==> src/hdl/apr_pkg.sv <==
// Shared types, constants and helper functions for the axis point rotator.
package apr_pkg;

    // Defaults for the top-level parameters
    localparam int DEF_CORDIC_STEPS = 24;
    localparam int DEF_FRAC_BITS    = 16;

    // Datapath widths
    localparam int PH_W   = 32;              // phase, 2^32 = one full turn
    localparam int XY_W   = 34;              // CORDIC x/y, Q2.30 plus headroom
    localparam int Z_W    = 32;              // CORDIC residual phase
    localparam int COORD_W = 32;
    localparam int PROD_W = XY_W + COORD_W;  // coordinate times sine/cosine
    localparam int ACC_W  = PROD_W + 1;      // sum of two products

    // CORDIC start vector: gain compensation 0.60725 in Q2.30
    localparam logic signed [XY_W-1:0] CORDIC_GAIN = 34'sd652032874;

    // 2^64 / (2*pi)
    localparam logic [63:0] RAD_SCALE = 64'd2935890503282001226;

    // Degree conversion: phase = floor((t * 2^(29-F) + 22) / 45)
    localparam int DEG_DIV      = 45;
    localparam int HALF_OFFSET  = 22;        // 360/16 rounded down
    localparam int POW32_MOD45  = 31;        // 2^32 mod 45

    // Axis codes
    localparam logic [1:0] AXIS_X    = 2'd0;
    localparam logic [1:0] AXIS_Y    = 2'd1;
    localparam logic [1:0] AXIS_Z    = 2'd2;
    localparam logic [1:0] AXIS_NONE = 2'd3;

    // Angle unit codes
    localparam logic KIND_DEG = 1'b0;
    localparam logic KIND_RAD = 1'b1;

    // Quadrant codes
    localparam logic [1:0] QUAD_0 = 2'd0;
    localparam logic [1:0] QUAD_1 = 2'd1;
    localparam logic [1:0] QUAD_2 = 2'd2;
    localparam logic [1:0] QUAD_3 = 2'd3;

    // Inverse of an odd number modulo 2^32 (Newton iteration, elaboration only)
    function automatic logic [31:0] inv_mod32(input logic [31:0] a);
        logic [31:0] x;
        x = a;
        for (int i = 0; i < 5; i++)
        begin
            x = x * (32'd2 - a * x);
        end
        return x;
    endfunction

    localparam logic [31:0] INV45 = inv_mod32(32'd45);

    // Residue modulo 45 of a narrow value: reciprocal multiply, one correction
    function automatic logic [5:0] mod45(input logic [13:0] v);
        logic [24:0] prod;
        logic [7:0]  q;
        logic [13:0] r;
        prod = 25'(v) * 25'd1456;
        q    = prod[23:16];
        r    = v - 14'(q) * 14'd45;
        if (r >= 14'd45)
        begin
            r = r - 14'd45;
        end
        return r[5:0];
    endfunction

    // atan(2^-k) in phase units
    function automatic logic signed [Z_W-1:0] atan_phase(input int k);
        logic signed [Z_W-1:0] a;
        case (k)
            0:       a = 32'sd536870912;
            1:       a = 32'sd316933406;
            2:       a = 32'sd167458907;
            3:       a = 32'sd85004756;
            4:       a = 32'sd42667331;
            5:       a = 32'sd21354465;
            6:       a = 32'sd10679838;
            7:       a = 32'sd5340245;
            8:       a = 32'sd2670163;
            9:       a = 32'sd1335087;
            10:      a = 32'sd667544;
            11:      a = 32'sd333772;
            12:      a = 32'sd166886;
            13:      a = 32'sd83443;
            14:      a = 32'sd41722;
            15:      a = 32'sd20861;
            16:      a = 32'sd10430;
            17:      a = 32'sd5215;
            18:      a = 32'sd2608;
            19:      a = 32'sd1304;
            20:      a = 32'sd652;
            21:      a = 32'sd326;
            22:      a = 32'sd163;
            23:      a = 32'sd81;
            24:      a = 32'sd41;
            25:      a = 32'sd20;
            26:      a = 32'sd10;
            27:      a = 32'sd5;
            28:      a = 32'sd3;
            29:      a = 32'sd1;
            30:      a = 32'sd1;
            default: a = 32'sd0;
        endcase
        return a;
    endfunction

    // Input transfer
    typedef struct packed {
        logic                      kind;
        logic signed [COORD_W-1:0] px;
        logic signed [COORD_W-1:0] py;
        logic signed [COORD_W-1:0] pz;
        logic [1:0]                axis;
        logic signed [COORD_W-1:0] turn;
    } point_t;

    // Output transfer
    typedef struct packed {
        logic signed [COORD_W-1:0] rx;
        logic signed [COORD_W-1:0] ry;
        logic signed [COORD_W-1:0] rz;
    } result_t;

    // Point and axis carried alongside the angle work
    typedef struct packed {
        logic [1:0]                axis;
        logic signed [COORD_W-1:0] px;
        logic signed [COORD_W-1:0] py;
        logic signed [COORD_W-1:0] pz;
    } side_t;

    // Sideband through the CORDIC chain
    typedef struct packed {
        logic [1:0] quad;
        side_t      side;
    } carry_t;

    // CORDIC vector
    typedef struct packed {
        logic signed [XY_W-1:0] x;
        logic signed [XY_W-1:0] y;
        logic signed [Z_W-1:0]  z;
    } vec_t;

endpackage

==> src/hdl/apr_phase.sv <==
// Angle to phase conversion, quadrant split and CORDIC start vector (5 stages).
module apr_phase #(
    parameter int FRAC_BITS = apr_pkg::DEF_FRAC_BITS
) (
    input  logic            clk,
    input  logic            rst_n,
    input  logic            adv,
    input  logic            in_valid,
    input  apr_pkg::point_t in_point,
    output logic            out_valid,
    output apr_pkg::vec_t   out_vec,
    output apr_pkg::carry_t out_carry
);
    import apr_pkg::*;

    // Degree path constants
    localparam int SHIFT   = 29 - FRAC_BITS;
    localparam int C45     = (1 << SHIFT) % DEG_DIV;
    localparam int NEG_ADJ = (DEG_DIV - (POW32_MOD45 * C45) % DEG_DIV) % DEG_DIV;

    // Radian path constants: rc split into two partial products
    localparam int RC_W   = 62 - FRAC_BITS;
    localparam int LO_W   = 27;
    localparam int HI_W   = RC_W - LO_W;
    localparam int PLO_W  = LO_W + 33;
    localparam int PHI_W  = HI_W + 33;
    localparam logic [63:0] RC =
        (RAD_SCALE + (64'd1 << (FRAC_BITS - 1))) >> FRAC_BITS;
    localparam logic [LO_W-1:0] RC_LO = RC[LO_W-1:0];
    localparam logic [HI_W-1:0] RC_HI = RC[RC_W-1:LO_W];

    logic [4:0] valid_reg;

    // Stage 1
    logic                     s1_kind_reg;
    side_t                    s1_side_reg;
    logic signed [31:0]       s1_t_reg;
    logic [13:0]              s1_fsum_reg;
    logic [13:0]              s1_fsum_next;
    logic signed [PLO_W-1:0]  s1_plo_reg;
    logic signed [PLO_W-1:0]  s1_plo_next;

    // Stage 2
    logic                     s2_kind_reg;
    side_t                    s2_side_reg;
    logic [10:0]              s2_w_reg;
    logic [10:0]              s2_w_next;
    logic [31:0]              s2_mlow_reg;
    logic [31:0]              s2_mlow_next;
    logic signed [PLO_W-1:0]  s2_plo_reg;
    logic signed [PHI_W-1:0]  s2_phi_reg;
    logic signed [PHI_W-1:0]  s2_phi_next;
    logic [5:0]               s2_um;

    // Stage 3
    logic                     s3_kind_reg;
    side_t                    s3_side_reg;
    logic [31:0]              s3_rphase_reg;
    logic [31:0]              s3_dnum_reg;
    logic [31:0]              s3_dnum_next;
    logic [63:0]              s3_rsum;

    // Stage 4
    side_t                    s4_side_reg;
    logic [PH_W-1:0]          s4_phase_reg;
    logic [PH_W-1:0]          s4_phase_next;
    logic [31:0]              s4_dphase;

    // Stage 5
    carry_t                   s5_carry_reg;
    logic signed [Z_W-1:0]    s5_z_reg;
    logic [PH_W-1:0]          s5_round;
    logic [1:0]               s5_quad;

    // Stage 1: fold the turn into 12-bit chunks (2^12 = 1 mod 45), low radian product
    always_comb
    begin
        s1_fsum_next = 14'(in_point.turn[11:0]) + 14'(in_point.turn[23:12])
                     + 14'(in_point.turn[31:24]);
        s1_plo_next  = PLO_W'(in_point.turn) * PLO_W'($signed({1'b0, RC_LO}));
    end

    // Stage 2: residue of the shifted turn, high radian product, low word of numerator
    always_comb
    begin
        s2_um        = mod45(s1_fsum_reg);
        s2_w_next    = 11'(s2_um) * 11'(C45) + 11'(HALF_OFFSET)
                     + (s1_t_reg[31] ? 11'(NEG_ADJ) : 11'd0);
        s2_phi_next  = PHI_W'(s1_t_reg) * PHI_W'($signed({1'b0, RC_HI}));
        s2_mlow_next = (s1_t_reg << SHIFT) + 32'(HALF_OFFSET);
    end

    // Stage 3: radian phase from the summed partials, exact-multiple numerator
    always_comb
    begin
        s3_rsum      = (64'(s2_phi_reg) << LO_W) + 64'(s2_plo_reg) + 64'h8000_0000;
        s3_dnum_next = s2_mlow_reg - 32'(mod45(14'(s2_w_reg)));
    end

    // Stage 4: exact division by 45 through its inverse modulo 2^32
    always_comb
    begin
        s4_dphase     = s3_dnum_reg * INV45;
        s4_phase_next = (s3_kind_reg == KIND_RAD) ? s3_rphase_reg : s4_dphase;
    end

    // Stage 5: nearest quadrant and residual phase
    always_comb
    begin
        s5_round = s4_phase_reg + 32'h2000_0000;
        s5_quad  = s5_round[31:30];
    end

    // Valid bits
    always_ff @(posedge clk or negedge rst_n)
    begin
        if (!rst_n)
        begin
            valid_reg <= '0;
        end
        else if (adv)
        begin
            valid_reg <= {valid_reg[3:0], in_valid};
        end
    end

    // Payload
    always_ff @(posedge clk)
    begin
        if (adv)
        begin
            s1_kind_reg      <= in_point.kind;
            s1_side_reg.axis <= in_point.axis;
            s1_side_reg.px   <= in_point.px;
            s1_side_reg.py   <= in_point.py;
            s1_side_reg.pz   <= in_point.pz;
            s1_t_reg         <= in_point.turn;
            s1_fsum_reg      <= s1_fsum_next;
            s1_plo_reg       <= s1_plo_next;

            s2_kind_reg      <= s1_kind_reg;
            s2_side_reg      <= s1_side_reg;
            s2_w_reg         <= s2_w_next;
            s2_mlow_reg      <= s2_mlow_next;
            s2_plo_reg       <= s1_plo_reg;
            s2_phi_reg       <= s2_phi_next;

            s3_kind_reg      <= s2_kind_reg;
            s3_side_reg      <= s2_side_reg;
            s3_rphase_reg    <= s3_rsum[63:32];
            s3_dnum_reg      <= s3_dnum_next;

            s4_side_reg      <= s3_side_reg;
            s4_phase_reg     <= s4_phase_next;

            s5_carry_reg.quad <= s5_quad;
            s5_carry_reg.side <= s4_side_reg;
            s5_z_reg          <= $signed(s4_phase_reg - {s5_quad, 30'd0});
        end
    end

    assign out_valid = valid_reg[4];
    assign out_carry = s5_carry_reg;
    assign out_vec   = '{x: CORDIC_GAIN, y: '0, z: s5_z_reg};

endmodule

==> config.mk <==
export PLATFORM = sky130hd
export DESIGN_NAME = apr_phase
export DESIGN_NICKNAME = d
export VERILOG_FILES = /design/src/hdl/apr_pkg.sv /design/src/hdl/apr_phase.sv
export SDC_FILE = /design/constraint.sdc
export NUM_CORES = 2
export LEC_CHECK = 0
export BUFFER_PORTS_ARGS = -buffer_cell sky130_fd_sc_hd__buf_2
export CAP_MARGIN = 20
export CORE_MARGIN = 5
export CORE_UTILIZATION = 40
export DETAILED_ROUTE_END_ITERATION = 16
export PLACE_DENSITY_LB_ADDON = 0.1
export SLEW_MARGIN = 20
export SYNTH_ARGS = -nofsm -noshare
export SYNTH_HDL_FRONTEND = slang
export SYNTH_SLANG_ARGS = --single-unit
==> constraint.sdc <==
create_clock -name clk -period 21.9 [get_ports clk]
set_input_delay 1.095 -clock clk [delete_from_list [all_inputs] [get_ports clk]]
set_output_delay 1.095 -clock clk [all_outputs]
set_load 0.01 [all_outputs]
==> out/results.ini <==
[status]
status=finished, final reports clean

[finish]
regArea_sq_um=23600
final_common_cell=inv_1
multi_input_area_sq_um=33800
final_util=0.443
syn_to_final_growth_pct=10.6
nNetsFinal=6923
fill_cells=14488
drive_gt1_frac=0.0853
largest_register_ffs=100
final_cell_mix=1236 x inv_1, 811 x fa_1, 798 x ha_1, 782 x edfxtp_1, 266 x buf_2

[worst_setup_path]
critical_path_depth=37
max_stage_delay_ns=0.60
critPathKind=reg -> reg
r2r_setup_slack_ns=10.84
crit_fanout=8
worstPathRequired_ns=22.33
critPathBufInv=4
timing.rr.start=s1_fsum_reg[1]
crit_slowest_cell=a221oi_1
start_kind=flip-flop
r2r_cells=37
cp.arrival_ns=11.49
end_kind=flip-flop
crit_family=adder cells
reg2reg_to=s2_w_reg[7]

[route]
top_layer_used=met5
vias=33866
wl_met2_microns=63100
first_iter_violations=1507
wl_met3_microns=4800
avgViaCountPerCell=4.63
wl_per_cell_microns=18.0
drtAntennaViolNets=0
drt-total-wl_microns=132000
drc_errors=0
drt-pass1-iter-count=5
wl_met1_microns=61000

[sta]
worst_pin_slew_ns=1.02
skew_ns=0.0577
hold_violations=0
slew_violations=0
finalCritPeriodShare=0.505
finalSetupViolations=0
max_freq_ghz=0.0904
timing.slew.headroom=0.322
fin_crit_ns=11.06
rsz0062_at_grt=false
tns_ns=0

[yosys]
synth_top_cell_area_share=0.377
yosys_register_bits=787
synth_xor_area_frac=0.0328
synth-edff-count=782
synthAdderAreaFrac=0.420
synth_simple_gate_area_frac=0.0318
avgSynthCellArea_sq_um=12.9
ys_types=73
syn_inst=4830
yosysWarnings=0
netlist_area_sq_um=62400
ys.flop_type=edfxtp_1
async_reset_ff_frac=0.00635
synth_top_family_by_area=adder cells
synth_compound_area_frac=0.0489
yosysSeqAreaShare=0.379
yosys.area.top_type=edfxtp_1
synthMuxAreaShare=0.00371
ys_top_cells_by_area=edfxtp_1 38%, fa_1 26%, ha_1 16%, inv_1 7.4%, xnor2_1 2.2%

[die]
die_h_microns=405
die-area_sq_um=164000
die_w_microns=405
rows=145
initial_utilization=0.401
num_io_pins=336
core_area_sq_um=156000

[job]
cap_violations=0

[grt]
grt_max_degree=173
grt_pass1_vias=36112
grt_overflow=0
grt_usage=0.163
grt_pass1_wl_microns=206000
antenna_found_initial=15

[clock_tree]
post_cts_resized=0
clk_path_buf_depth=3
cts_tree=built
cts_setup_buffers=0
numCtsBuffers=85
cts_hold_buf=0
path_clk_slew_ns=0.06
root_buffer=clkbuf_16
clock_latency_ns=0.71
cts.sinks=787
htree_levels=3

[place]
place_hpwl_microns=107000
place_congestion=0.848
port_buffers=267

[hold_path]
hold_class=in -> async

metrics by stage:
step                std cells  setup slack, ns  instance area, sq um  hold slack (ns)
floorplan                4896            11.82                 62600            0.400
global placement         7150            10.87                 66100            0.400
detailed placement       7150            10.82                 66100            0.405
CTS                      7307            10.75                 69000            0.140
global route             7308            10.09                 69000            0.163
finish                   7309            10.84                 69000            0.209
cells by family after synthesis:
family                     after synthesis
other                                    2
AOI/OAI and AO/OA                      458
xor gates and xnor gates               232
and+or+nand+nor                        400
adders and majority gates             1609
buffers and inverters                 1321
muxes                                   21
DFF                                    787
per-layer routing:
metal	track usage	vias up
li1	-	16364
met4	0.0372	2
met5	0	-
met3	0.0252	155
met2	0.272	427
met1	0.227	16918
final cells by class:
class,instances,share of cell area
clock buffer,94,0.0313
antenna,2,0.0000725
tap,2058,0.0373
timing repair buffer,281,0.0212
sequential,787,0.342
inverter,1236,0.0672
multi-input combinational,2788,0.490
clock inverter,63,0.0109
cell usage after synthesis, drive strengths merged, types with 13 or more instances:
library cell and instances:
inv 1236, fa 811, ha 798, edfxtp 782, xnor2 157, a21oi 106, nand2 97, nor2 97
o21ai 87, xor2 74, a21o 72, buf 69, nor3 42, nand3 33, o21a 28, a211oi 26
and3 20, nand2b 19, nor2b 19, o21bai 18, mux2 17, a31oi 16, clkbuf 16, nand4 15
o31ai 13
how the worst max path moves through the flow:
stage,startpoint,end
final,s1_fsum_reg[1],s2_w_reg[7]
after global routing,s1_fsum_reg[1],s2_w_reg[7]
after CTS,s1_fsum_reg[1],s2_w_reg[7]
after detailed placement,s1_fsum_reg[1],s2_w_reg[7]
after global placement,s1_fsum_reg[1],s2_w_reg[7]
after floorplan,s1_fsum_reg[1],s2_w_reg[7]
Power is left out: the tool's default activity adds up to more than one toggle a clock period on the data nets, which glitch-free logic cannot reach.
